--- src/hw/rtl/ascii_channel_frame_averager_assert.svh ---
// ----------------------------------------------------------------------------
// ascii_channel_frame_averager_assert.svh
// Assertion macros used by the frame averager top module.
// ----------------------------------------------------------------------------
`ifndef ASCII_CHANNEL_FRAME_AVERAGER_ASSERT_SVH
`define ASCII_CHANNEL_FRAME_AVERAGER_ASSERT_SVH

// Same-cycle implication, checked out of reset.
`define ACFA_ASSERT_NOW(name, ante, cons, msg) \
    name: assert property (@(posedge clk) disable iff (!rst_n) (ante) |-> (cons)) \
        else $error(msg);

// Next-cycle implication, checked out of reset.
`define ACFA_ASSERT_NEXT(name, ante, cons, msg) \
    name: assert property (@(posedge clk) disable iff (!rst_n) (ante) |=> (cons)) \
        else $error(msg);

`endif

--- src/hw/rtl/acfa_pkg.sv ---
// ----------------------------------------------------------------------------
// acfa_pkg
// Shared types, character codes and the channel gain table of the averager.
// ----------------------------------------------------------------------------
`default_nettype none

package acfa_pkg;

    localparam int CHANNELS_DEFAULT = 16;
    localparam int CH_IDX_W         = 6;   // wide enough for 64 channels
    localparam int IDX_W            = 4;   // channel_index port width
    localparam int VAL_W            = 39;  // Q16 scaled value width
    localparam int ACC_W            = 32;
    localparam int GAIN_W           = 32;
    localparam int PROD_W           = 64;

    localparam logic [7:0] CHAR_HASH  = 8'h23;
    localparam logic [7:0] CHAR_SEMI  = 8'h3B;
    localparam logic [7:0] CHAR_PLUS  = 8'h2B;
    localparam logic [7:0] CHAR_MINUS = 8'h2D;
    localparam logic [7:0] CHAR_SPACE = 8'h20;
    localparam logic [7:0] CHAR_TAB   = 8'h09;
    localparam logic [7:0] CHAR_CR    = 8'h0D;
    localparam logic [7:0] CHAR_ZERO  = 8'h30;
    localparam logic [7:0] CHAR_NINE  = 8'h39;

    localparam logic [ACC_W-1:0]  MAG_LIMIT  = 32'h8000_0000;
    localparam logic [ACC_W-1:0]  POS_LIMIT  = 32'h7FFF_FFFF;
    localparam logic [PROD_W-1:0] ROUND_HALF = 64'h0000_0000_0000_8000;

    typedef enum logic [1:0] {
        PH_SEEK,
        PH_HEADER,
        PH_FIELDS
    } phase_t;

    // One completed field handed from the parser to the arithmetic pipe.
    typedef struct packed {
        logic                    done;
        logic [CH_IDX_W-1:0]     ch;
        logic signed [ACC_W-1:0] value;
        logic                    first;
        logic [GAIN_W-1:0]       gain;
    } field_t;

    // Unsigned Q0.32 gains: round(2^32 * coefficient / 1000).
    // Channels 16 and up have no gain.
    function automatic logic [GAIN_W-1:0] gain_lookup(input logic [CH_IDX_W-1:0] ch);
        logic [GAIN_W-1:0] g;
        begin
            case (ch)
                6'd0:    g = 32'd214748;
                6'd1:    g = 32'd7158279;
                6'd2:    g = 32'd214748;
                6'd3:    g = 32'd214748;
                6'd4:    g = 32'd429497;
                6'd5:    g = 32'd214748;
                6'd6:    g = 32'd2147484;
                6'd7:    g = 32'd214748;
                6'd8:    g = 32'd214748;
                6'd9:    g = 32'd214748;
                6'd10:   g = 32'd429497;
                6'd11:   g = 32'd214748;
                6'd12:   g = 32'd0;
                6'd13:   g = 32'd214748;
                6'd14:   g = 32'd4294967;
                6'd15:   g = 32'd4294967;
                default: g = 32'd0;
            endcase
            return g;
        end
    endfunction

endpackage

`default_nettype wire

--- src/hw/rtl/acfa_parser.sv ---
// ----------------------------------------------------------------------------
// acfa_parser
// Frame and field parser: header skip, atoi-style digit reader, channel
// counter and first-seen flags. Flags one completed field per beat.
// ----------------------------------------------------------------------------
`default_nettype none

module acfa_parser #(
    parameter int CHANNELS = acfa_pkg::CHANNELS_DEFAULT
) (
    input  wire logic           clk,
    input  wire logic           rst_n,
    input  wire logic           accept,
    input  wire logic [7:0]     data_byte,
    input  wire logic           last_in_buffer,
    output acfa_pkg::field_t    fld
);

    localparam int CH_W = (CHANNELS > 1) ? $clog2(CHANNELS) : 1;
    localparam logic [CH_W-1:0] CH_LAST = CH_W'(CHANNELS - 1);

    acfa_pkg::phase_t        phase_reg, phase_next;
    logic [CH_W-1:0]         counter_reg, counter_next;
    logic [acfa_pkg::ACC_W-1:0] acc_reg, acc_next;
    logic                    started_reg, started_next;
    logic                    neg_reg, neg_next;
    logic                    closed_reg, closed_next;
    logic [CHANNELS-1:0]     seen_reg, seen_next;

    logic                    is_term;
    logic                    is_digit;
    logic                    is_blank;
    logic                    is_sign;
    logic                    complete;
    logic [35:0]             acc_mul;
    logic [acfa_pkg::ACC_W-1:0] acc_sat;
    logic signed [acfa_pkg::ACC_W-1:0] value;
    logic [acfa_pkg::ACC_W:0]   neg_mag;

    assign is_term  = (data_byte == acfa_pkg::CHAR_SEMI) || (data_byte == acfa_pkg::CHAR_HASH);
    assign is_digit = (data_byte >= acfa_pkg::CHAR_ZERO) && (data_byte <= acfa_pkg::CHAR_NINE);
    assign is_blank = (data_byte == acfa_pkg::CHAR_SPACE) ||
                      ((data_byte >= acfa_pkg::CHAR_TAB) && (data_byte <= acfa_pkg::CHAR_CR));
    assign is_sign  = (data_byte == acfa_pkg::CHAR_PLUS) || (data_byte == acfa_pkg::CHAR_MINUS);
    assign complete = accept && (phase_reg == acfa_pkg::PH_FIELDS) && is_term;

    // acc*10 + digit, saturated at 2^31
    assign acc_mul = ({4'd0, acc_reg} << 3) + ({4'd0, acc_reg} << 1)
                   + {32'd0, data_byte[3:0]};
    assign acc_sat = (acc_mul > {4'd0, acfa_pkg::MAG_LIMIT}) ? acfa_pkg::MAG_LIMIT
                                                             : acc_mul[31:0];

    assign neg_mag = -{1'b0, acc_reg};
    always_comb
    begin
        if (neg_reg)
            value = $signed(neg_mag[acfa_pkg::ACC_W-1:0]);
        else if (acc_reg > acfa_pkg::POS_LIMIT)
            value = $signed(acfa_pkg::POS_LIMIT);
        else
            value = $signed(acc_reg);
    end

    // next state of the frame phase
    always_comb
    begin
        phase_next = phase_reg;
        if (accept)
        begin
            case (phase_reg)
                acfa_pkg::PH_SEEK:
                begin
                    if (data_byte == acfa_pkg::CHAR_HASH)
                        phase_next = acfa_pkg::PH_HEADER;
                end
                acfa_pkg::PH_HEADER:
                begin
                    if (data_byte == acfa_pkg::CHAR_SEMI)
                        phase_next = acfa_pkg::PH_FIELDS;
                end
                acfa_pkg::PH_FIELDS:
                begin
                    if (is_term && ((data_byte == acfa_pkg::CHAR_HASH) ||
                                    (counter_reg == CH_LAST)))
                        phase_next = acfa_pkg::PH_SEEK;
                end
                default: phase_next = acfa_pkg::PH_SEEK;
            endcase
            if (last_in_buffer)
                phase_next = acfa_pkg::PH_SEEK;
        end
    end

    // counter, digit reader and first-seen flags
    always_comb
    begin
        counter_next = counter_reg;
        acc_next     = acc_reg;
        started_next = started_reg;
        neg_next     = neg_reg;
        closed_next  = closed_reg;
        seen_next    = seen_reg;
        if (accept)
        begin
            case (phase_reg)
                acfa_pkg::PH_HEADER:
                begin
                    if (data_byte == acfa_pkg::CHAR_SEMI)
                    begin
                        counter_next = '0;
                        acc_next     = '0;
                        started_next = 1'b0;
                        neg_next     = 1'b0;
                        closed_next  = 1'b0;
                    end
                end
                acfa_pkg::PH_FIELDS:
                begin
                    if (is_term)
                    begin
                        seen_next[counter_reg] = 1'b1;
                        acc_next     = '0;
                        started_next = 1'b0;
                        neg_next     = 1'b0;
                        closed_next  = 1'b0;
                        if ((data_byte == acfa_pkg::CHAR_HASH) || (counter_reg == CH_LAST))
                            counter_next = '0;
                        else
                            counter_next = counter_reg + 1'b1;
                    end
                    else if (!closed_reg)
                    begin
                        if (!started_reg && is_blank)
                            acc_next = acc_reg;
                        else if (!started_reg && is_sign)
                        begin
                            started_next = 1'b1;
                            neg_next     = (data_byte == acfa_pkg::CHAR_MINUS);
                        end
                        else if (!is_digit)
                            closed_next = 1'b1;
                        else
                        begin
                            started_next = 1'b1;
                            acc_next     = acc_sat;
                        end
                    end
                end
                default: counter_next = counter_reg;
            endcase
            if (last_in_buffer)
            begin
                counter_next = '0;
                acc_next     = '0;
                started_next = 1'b0;
                neg_next     = 1'b0;
                closed_next  = 1'b0;
                seen_next    = '0;
            end
        end
    end

    always_ff @(posedge clk or negedge rst_n)
    begin
        if (!rst_n)
        begin
            phase_reg   <= acfa_pkg::PH_SEEK;
            counter_reg <= '0;
            acc_reg     <= '0;
            started_reg <= 1'b0;
            neg_reg     <= 1'b0;
            closed_reg  <= 1'b0;
            seen_reg    <= '0;
        end
        else
        begin
            phase_reg   <= phase_next;
            counter_reg <= counter_next;
            acc_reg     <= acc_next;
            started_reg <= started_next;
            neg_reg     <= neg_next;
            closed_reg  <= closed_next;
            seen_reg    <= seen_next;
        end
    end

    always_comb
    begin
        fld.done  = complete;
        fld.ch    = acfa_pkg::CH_IDX_W'(counter_reg);
        fld.value = value;
        fld.first = !seen_reg[counter_reg];
        fld.gain  = acfa_pkg::gain_lookup(acfa_pkg::CH_IDX_W'(counter_reg));
    end

endmodule

`default_nettype wire

--- src/hw/rtl/ascii_channel_frame_averager.sv ---
// Pipeline: a result reaches out_valid through four registers (field reg,
//   multiply, round, average) after the ';' or '#' beat that ends its field.
// Throughput: one input beat per cycle. Once a held output has filled all
//   four stages, any beat stalls, whether or not it ends a field.
// Reset: rst_n (async, active low) returns the parser to frame search and
//   clears first-seen flags and all pipe valids; no clearing pass is needed.
// ----------------------------------------------------------------------------
// ascii_channel_frame_averager
// Parses '#'-framed text into decimal fields, scales each by its channel gain
// to signed Q16 and keeps a running (old+new)>>1 average per channel.
// ----------------------------------------------------------------------------
`default_nettype none

module ascii_channel_frame_averager #(
    parameter int CHANNELS = acfa_pkg::CHANNELS_DEFAULT
) (
    input  wire logic                              clk,
    input  wire logic                              rst_n,
    input  wire logic                              in_valid,
    output      logic                              in_stall,
    input  wire logic [7:0]                        data_byte,
    input  wire logic                              last_in_buffer,
    output      logic                              out_valid,
    input  wire logic                              out_stall,
    output      logic [acfa_pkg::IDX_W-1:0]        channel_index,
    output      logic signed [acfa_pkg::VAL_W-1:0] scaled_value,
    output      logic                              first_in_buffer
);

`include "ascii_channel_frame_averager_assert.svh"

    localparam int CH_W  = (CHANNELS > 1) ? $clog2(CHANNELS) : 1;
    localparam int SUM_W = acfa_pkg::VAL_W + 1;

    // Handshake: a beat is taken whenever the field stage can accept a new
    // entry. Only terminator beats load the pipe, so stalls appear only when
    // the output backs up far enough to fill every stage.
    logic in_accept;
    acfa_pkg::field_t fld;

    // stage 1: field value, channel, gain
    logic                                 s1_valid_reg;
    logic signed [acfa_pkg::ACC_W-1:0]    s1_value_reg;
    logic [acfa_pkg::GAIN_W-1:0]          s1_gain_reg;
    logic [acfa_pkg::CH_IDX_W-1:0]        s1_ch_reg;
    logic                                 s1_first_reg;

    // stage 2: raw Q32 product
    logic                                 s2_valid_reg;
    logic signed [acfa_pkg::PROD_W-1:0]   s2_prod_reg;
    logic [acfa_pkg::CH_IDX_W-1:0]        s2_ch_reg;
    logic                                 s2_first_reg;

    // stage 3: rounded Q16 value plus the channel's stored value
    logic                                 s3_valid_reg;
    logic signed [acfa_pkg::VAL_W-1:0]    s3_scaled_reg;
    logic signed [acfa_pkg::VAL_W-1:0]    s3_old_reg;
    logic [acfa_pkg::CH_IDX_W-1:0]        s3_ch_reg;
    logic                                 s3_first_reg;

    // output register
    logic                                 out_valid_reg;
    logic signed [acfa_pkg::VAL_W-1:0]    out_value_reg;
    logic [acfa_pkg::IDX_W-1:0]           out_idx_reg;
    logic                                 out_first_reg;

    logic s1_move, s2_move, s3_move;
    logic s1_free, s2_free, s3_free;

    logic signed [acfa_pkg::PROD_W:0]   prod_full;
    logic signed [acfa_pkg::PROD_W-1:0] prod_rnd;
    logic signed [SUM_W-1:0]            avg_sum;
    logic signed [acfa_pkg::VAL_W-1:0]  avg_value;
    logic [CH_W-1:0]                    s2_addr;
    logic [CH_W-1:0]                    s3_addr;

    // Per-channel running values; an entry is only used after the first
    // field of its channel in this buffer has written it.
    logic signed [acfa_pkg::VAL_W-1:0]  val_mem [CHANNELS];

    // Pipe moves: each stage advances when the one after it is free.
    assign s3_move  = s3_valid_reg && (!out_valid_reg || !out_stall);
    assign s3_free  = !s3_valid_reg || s3_move;
    assign s2_move  = s2_valid_reg && s3_free;
    assign s2_free  = !s2_valid_reg || s2_move;
    assign s1_move  = s1_valid_reg && s2_free;
    assign s1_free  = !s1_valid_reg || s1_move;

    assign in_stall  = !s1_free;
    assign in_accept = in_valid && !in_stall;

    acfa_parser #(
        .CHANNELS (CHANNELS)
    ) u_parser (
        .clk            (clk),
        .rst_n          (rst_n),
        .accept         (in_accept),
        .data_byte      (data_byte),
        .last_in_buffer (last_in_buffer),
        .fld            (fld)
    );

    // Q0.32 gain is unsigned: zero-extend before the signed multiply.
    assign prod_full = s1_value_reg * $signed({1'b0, s1_gain_reg});
    // Round to nearest at Q16: add half an LSB, arithmetic shift by 16.
    assign prod_rnd  = s2_prod_reg + $signed(acfa_pkg::ROUND_HALF);

    assign s2_addr = s2_ch_reg[CH_W-1:0];
    assign s3_addr = s3_ch_reg[CH_W-1:0];

    // Floor average of stored and new value; a channel's first field passes as is.
    assign avg_sum   = {s3_old_reg[acfa_pkg::VAL_W-1], s3_old_reg}
                     + {s3_scaled_reg[acfa_pkg::VAL_W-1], s3_scaled_reg};
    assign avg_value = s3_first_reg ? s3_scaled_reg : avg_sum[SUM_W-1:1];

    always_ff @(posedge clk or negedge rst_n)
    begin
        if (!rst_n)
        begin
            s1_valid_reg  <= 1'b0;
            s2_valid_reg  <= 1'b0;
            s3_valid_reg  <= 1'b0;
            out_valid_reg <= 1'b0;
        end
        else
        begin
            if (s1_free)
                s1_valid_reg <= fld.done;
            if (s2_free)
                s2_valid_reg <= s1_valid_reg;
            if (s3_free)
                s3_valid_reg <= s2_valid_reg;
            if (!out_valid_reg || !out_stall)
                out_valid_reg <= s3_valid_reg;
        end
    end

    always_ff @(posedge clk)
    begin
        if (s1_free && fld.done)
        begin
            s1_value_reg <= fld.value;
            s1_gain_reg  <= fld.gain;
            s1_ch_reg    <= fld.ch;
            s1_first_reg <= fld.first;
        end
        if (s1_move)
        begin
            s2_prod_reg  <= prod_full[acfa_pkg::PROD_W-1:0];
            s2_ch_reg    <= s1_ch_reg;
            s2_first_reg <= s1_first_reg;
        end
        if (s2_move)
        begin
            s3_scaled_reg <= prod_rnd[acfa_pkg::VAL_W+15:16];
            s3_ch_reg     <= s2_ch_reg;
            s3_first_reg  <= s2_first_reg;
        end
        if (s3_move)
        begin
            out_value_reg <= avg_value;
            out_idx_reg   <= s3_ch_reg[acfa_pkg::IDX_W-1:0];
            out_first_reg <= s3_first_reg;
        end
    end

    // Value store: written as a result leaves stage 3, read as an item
    // enters it. A same-channel write in that cycle is forwarded.
    always_ff @(posedge clk)
    begin
        if (s3_move)
            val_mem[s3_addr] <= avg_value;
        if (s2_move)
        begin
            if (s3_move && (s3_addr == s2_addr))
                s3_old_reg <= avg_value;
            else
                s3_old_reg <= val_mem[s2_addr];
        end
    end

    assign out_valid       = out_valid_reg;
    assign channel_index   = out_idx_reg;
    assign scaled_value    = out_value_reg;
    assign first_in_buffer = out_first_reg;

    // A field can only complete on an accepted beat.
    `ACFA_ASSERT_NOW(a_done_on_accept, fld.done, in_accept, "field completed without a beat")
    // Input is held back only while the field stage is occupied.
    `ACFA_ASSERT_NOW(a_stall_needs_s1, in_stall, s1_valid_reg, "stall with empty field stage")
    // A blocked stage-3 item keeps its channel until it leaves.
    `ACFA_ASSERT_NEXT(a_s3_hold, s3_valid_reg && !s3_move,
                      s3_valid_reg && $stable(s3_ch_reg), "stage 3 item lost while blocked")

endmodule

`default_nettype wire
--- config.mk ---
export PLATFORM = sky130hd
export DESIGN_NAME = ascii_channel_frame_averager
export DESIGN_NICKNAME = d
export VERILOG_FILES = /design/src/hw/rtl/acfa_pkg.sv /design/src/hw/rtl/acfa_parser.sv /design/src/hw/rtl/ascii_channel_frame_averager.sv
export VERILOG_INCLUDE_DIRS = /design/src /design/src/hw/rtl
export SDC_FILE = /design/constraint.sdc
export NUM_CORES = 2
export LEC_CHECK = 0
export BUFFER_PORTS_ARGS = -buffer_cell sky130_fd_sc_hd__clkbuf_2
export CORE_UTILIZATION = 26
export CTS_BUF_LIST = sky130_fd_sc_hd__clkbuf_2
export CTS_CLUSTER_SIZE = 16
export DETAILED_ROUTE_END_ITERATION = 8
export PLACE_DENSITY = 0.38
export SYNTH_ARGS = -nofsm -noshare
export SYNTH_HDL_FRONTEND = slang
export SYNTH_SLANG_ARGS = --single-unit
--- constraint.sdc ---
create_clock -name clk -period 7.8 [get_ports clk]
set_input_delay 0.78 -clock clk [delete_from_list [all_inputs] [get_ports clk]]
set_output_delay 0.78 -clock clk [all_outputs]
set_load 0.01 [all_outputs]
### Yosys cells after proc, flatten, opt, wreduce, memory -nomap -nowiden

Memory sizes are Yosys's and may differ from the RTL's. A register that Yosys moved wholly into a read port is not among the register bits.
Index checks and enable logic that the tools add are counted.
Widths: inputs -> output; s select.

* memories kept: 2
* output and inout port bits: 46
* word-level logic and storage cells: 152
* input bits: 13
* bits in registers: 278
* RAM bits: 624
* memory bits (read-only): 352

Memories
* val_mem: words 16, width 39, rd ports 1, clocked after memory_dff 1, write ports 1, line ascii_channel_frame_averager.sv:79 `logic signed [acfa_pkg::VAL_W-1:0] val_mem [CHANNELS];`
* (name not given): words 16, width 22, rd ports 1, clocked after memory_dff 1, write ports 0, line acfa_pkg.sv:51 `case (ch)`

* reductions and logical operators: 40
* equality and inequality tests: 18
* add/sub/neg operators: 6
* order comparisons: 8
* $mul: 1
* bitwise operators: 1
* mux-type cells: 52

Operators with widths (count)
* $mux 32: 10
* $pmux 32 s2: 1
* $add 55x17->55 const B: 1
* $mul 32x33->55: 1
* $mux 16: 3
* $add 39x39->40: 1
* $eq 8x6->1 const B: 5
* $mux 39: 1
* $add 35x33->36: 1
* $add 36x4->36: 1
* $gt 36x32->1 const B: 1
* $gt 32x31->1 const B: 1
* $neg 32->32: 1
* $mux 1: 22
* $mux 4: 4
* $or 16x16->16: 1
* $logic_and 1x1->1: 13
* $ne 4x3->1 const B: 3
* $reduce_and 6->1: 2
* $ne 3x2->1 const B: 3
* $ge 8x4->1 const B: 1
* $ge 8x6->1 const B: 1
* $le 8x4->1 const B: 1
* $le 8x6->1 const B: 1
* 24 further kinds: 46

### Depth between registers and ports, before layout

* word-level depth: 12
* mapped depth: 29
* gate-level depth less buffers: 28

### Hierarchy

A second synthesis with hierarchy kept.

* cell total of the unflattened synthesis: 5860
* area, all modules: 71663.7 sq um

By module, submodules not included
* ascii_channel_frame_averager: instances 1, area each 65615.4 sq um, cells an instance 5130, seq. area each 26075.0 sq um
* acfa_parser: instances 1, area each 6048.3 sq um, cells an instance 730, seq. area each 1426.4 sq um

### Least setup slack after synthesis

OpenSTA, ideal clock, no wires.

* path type: register to register
* start: register s1_gain_reg[19] (netlist name)
* end: register s2_prod_reg[53] (netlist name) (data pin)
* setup time: 269 ps
* path buffers: 1
* slack: 457 ps
* stages on the path, launching flop included: 27
* arrival: 7074 ps
* required time: 7531 ps
* cell sequence: edfxtp_1 > clkbuf_1 > nand2_1 > inv_1 > fa_1 > inv_1 > fa_1 > fa_1 > fa_1 > inv_1 > fa_1 > fa_1 > fa_1 > inv_1 > fa_1 > inv_1 > ha_1 > a21oi_1 > o21ai_0 > nand2_1 > a21oi_1 > nor4_1 > o31a_1 > o211ai_1 > a211oi_1 > o31ai_1 > xor2_1

* longest elaborated chain between the ends: 1

Ends and longest elaborated chain
* start: declaration: line ascii_channel_frame_averager.sv:44 `logic [acfa_pkg::GAIN_W-1:0] s1_gain_reg;`
* $mul 32x33->55: line ascii_channel_frame_averager.sv:104 `assign prod_full = s1_value_reg * $signed({1'b0, s1_gain_reg});`
* net prod_full, one bit: line ascii_channel_frame_averager.sv:70 `logic signed [acfa_pkg::PROD_W:0] prod_full;`
* end signal: assignment: line ascii_channel_frame_averager.sv:149 `s2_prod_reg <= prod_full[acfa_pkg::PROD_W-1:0];`
* end: declaration: line ascii_channel_frame_averager.sv:50 `logic signed [acfa_pkg::PROD_W-1:0] s2_prod_reg;`

The timed path passes the listed nets, and every way through them passes these cells.
A chain may end at the register's enable or synchronous reset.

### Worst setup path after layout

* start: register s1_gain_reg[10] (netlist name)
* end: register s2_prod_reg[49] (netlist name) (data pin)

Same word-level chain as after synthesis.

==> results.toml <==
[run_status]
outcome = "finished, final reports clean"

[final_layout]
fill_cells = 24407
layout-drive-gt1-share_pct = 21.6
postLayoutCoreUtil_pct = 30.3
stdcell_area_um2 = 72200
instances_no_fill = 8680
seq_area_um2 = 27000
largest_reg_flops = 624
layout.nets = 6353
synthToLayoutAreaGrowth_pct = 15.4
multi_input_area_um2 = 32400

[global_route]
grt_pass1_vias = 42008
grt_max_degree = 105
grt_pass1_wl_mm = 271
overflow = 0
grt_usage_pct = 15.0
antenna_found_initial = 7

[drt]
drt-pass1-iter-count = 5
vias = 38397
via_per_inst = 4.42
first_iter_violations = 1903
post_drt_wl_per_cell_um = 20.9
route.detailed.drc = 0
wl_mm = 181
antenna_left = 0

[worst_setup_path]
crit_fanout = 11
crit_end = "s2_prod_reg[49]"
crit_type = "reg -> reg"
cpMaxStageDelayCell = "fa_1"
cp_top_family = "adder cells"
crit_top_cell = "fa_1"
r2r_slack_ns = 0.14
reg2reg_depth = 25
cp.depth = 25
crit_buf_inv = 7
crit_required_ns = 9.08
cp-end-kind = "flop"
startpoint_type = "flop"
critPathLaunch = "s1_gain_reg[10]"
r2r_end = "s2_prod_reg[49]"
timing.rr.start = "s1_gain_reg[10]"
slowest_delay_ns = 0.60
arrival_ns = 8.94

[power_and_ir_drop]
p_total_mw = 9.00
leakagePower_nw = 30.8
max-vdd-ir-drop_mv = 0.111
power_density_nw_per_um2 = 125

[sta]
max_freq_ghz = 0.131
slew_viol_final = 0
tightest_slew_ns = 1.28
skew_ns = 0.380
period_share_pct = 98.2
hold_viol = 0
finalCriticalPeriod_ns = 7.66
rsz0062_at_grt = "yes"
slew-limit-headroom_pct = 14.3
setup_viol = 0
setup_tns_ns = 0

[logic_synthesis]
syn_area_um2 = 62500
avgSynthCellArea_um2 = 13.0
synth_cell_types = 79
yosys.area.top_type = "edfxtp_1"
yosys_warnings = 0
synthFlopType = "edfxtp_1"
synth-seq-cells = 909
seq_area_frac_synth_pct = 43.2
syn_inst = 4808
syn_nets = 5828
synth-edff-count = 848
synth_most_common_cell = "edfxtp_1"
synthArstFlopShare_pct = 6.71
synthTopCellsByCount = "edfxtp_1 (848), inv_1 (801), fa_1 (597)"
netlist.area_leader.share_pct = 40.7
synth_area_leaders = "edfxtp_1 (41%), fa_1 (19%), ha_1 (8.2%)"

[die]
coreArea_um2 = 239000
die_x_um = 492
die_area_um2 = 243000
num_rows = 179
die_h_um = 492
initial_core_util_pct = 26.2
io_pins = 59

[clock_tree]
clk_pin_slew_worst_paths_ns = 0.10
cts_tree = "built"
cts.sinks = 909
numCtsBuffers = 275
cts_htree_levels = 5
clk_latency_ns = 1.82
clk_path_buf_depth = 4
cts-root-buf = "clkbuf_2"

[placed_design]
dp_hpwl_mm = 132
placed_area_um2 = 68900
port_buffers = 58
numPlacedInstances = 8161
gp_congestion = 0.853

[run]
max_cap_violations = 0

[min_path]
hp-class = "reg -> reg"
worst register-to-register path, stage by stage (launching register included):
cell and delay (ns):
edfxtp_1 0.41, buf_12 0.16, buf_4 0.16, buf_4 0.21, and2_1 0.23, inv_1 0.08
fa_1 0.48, fa_1 0.58, inv_2 0.05, fa_1 0.48, fa_1 0.51, fa_1 0.52
fa_1 0.53, fa_1 0.60, ha_4 0.22, ha_4 0.27, and3_4 0.19, buf_4 0.12
and4_4 0.21, a311oi_2 0.11, o31a_1 0.37, o211ai_1 0.27, buf_4 0.19, and2_4 0.17
a31oi_4 0.08, xnor2_2 0.15
worst min-delay path by stage:
stage,from,to,slack (ns),depth (start not counted)
CTS,data_byte[1],u_parser.acc_reg[1],0.02,4
detailed placement,s2_first_reg,s3_first_reg,0.42,0
global placement,s2_first_reg,s3_first_reg,0.42,0
global route,data_byte[1],u_parser.acc_reg[1],0.10,4
floorplan,s1_ch_reg[0],s2_ch_reg[0],0.40,0
finish,s2_prod_reg[33],s3_scaled_reg[17],0.32,1
cell families (layout without fill, tap and decap cells):
kind of cell / Yosys count / count (layout) / synth area share, %
muxes: 246 / 246 / 8.01
xor gates and xnor gates: 148 / 148 / 2.07
buffers and inverters: 993 / 1690 / 5.98
AOI/OAI and AO/OA: 509 / 509 / 5.33
other: 0 / 8 / 0
adders and majority gates: 1007 / 1007 / 27.3
and+or+nand+nor: 996 / 996 / 8.15
DFF: 909 / 909 / 43.2
area by class of cell:
cell class | count | share of cell area, %
clock inverters | 55 | 0.380
well taps | 3167 | 5.49
repair buffers | 440 | 4.96
flip-flops and latches | 909 | 37.4
diodes | 8 | 0.0277
multi-input cells | 2906 | 44.9
clock buffers | 394 | 2.73
inverters | 801 | 4.16
placed cells by master, fill, tap and decap left out, types with 19 or more instances in the layout:
cell type,netlist,routed
dfrtp_1,61,61
inv_1,801,785
xor2_1,60,60
ha_1,410,398
o21a_1,20,20
edfxtp_1,848,848
nand2_1,325,313
nor2b_1,20,19
xnor2_1,88,86
clkinv_1,0,40
buf_4,1,311
a31oi_1,31,28
clkbuf_2,0,451
nand2b_1,31,31
nand4_1,30,30
a32o_1,31,31
o21ai_1,4,40
nand3_1,52,52
and3_1,27,26
nor2_1,123,107
mux4_2,200,200
o21ai_0,97,58
mux2_2,37,37
fa_1,597,580
a21o_1,68,68
dlygate4sd3_1,0,35
nor3_1,42,38
a21oi_1,146,139
and2_1,291,282
buf_12,0,21
timing repair:
action | CTS | global route
hold buffers | 35 | 0
resized for setup | 47 | 71
endpoints found under the setup margin | 15 | 17
pin swaps | 35 | 62
buffers inserted | 9 | 20
hold endpoints to repair | 202 | 0
metrics by stage:
step                      hold slack [ns]  worst slack, ns
after floorplan                     0.400            0.457
after global placement              0.423           -0.304
after detailed placement            0.419           -0.390
after CTS                          0.0209           0.0120
after global routing                0.103           -0.167
final                               0.315            0.143
layer usage:
metal | up-vias | wire length [µm] | track usage, %
li1 | 17723 | - | -
met1 | 19802 | 85100 | 20.2
met2 | 636 | 86300 | 25.0
met3 | 234 | 6310 | 2.44
met4 | 2 | 3620 | 3.76
met5 | - | 21 | 0
power breakdown:
part	switching, mW	total (mW)	internal, mW
Clock	2.12	3.52	1.40
Combinational	0.118	0.203	0.0847
Sequential	0.0161	5.28	5.26
Total	2.25	9.00	6.75
No activity file was read; power rests on OpenSTA's default activity.
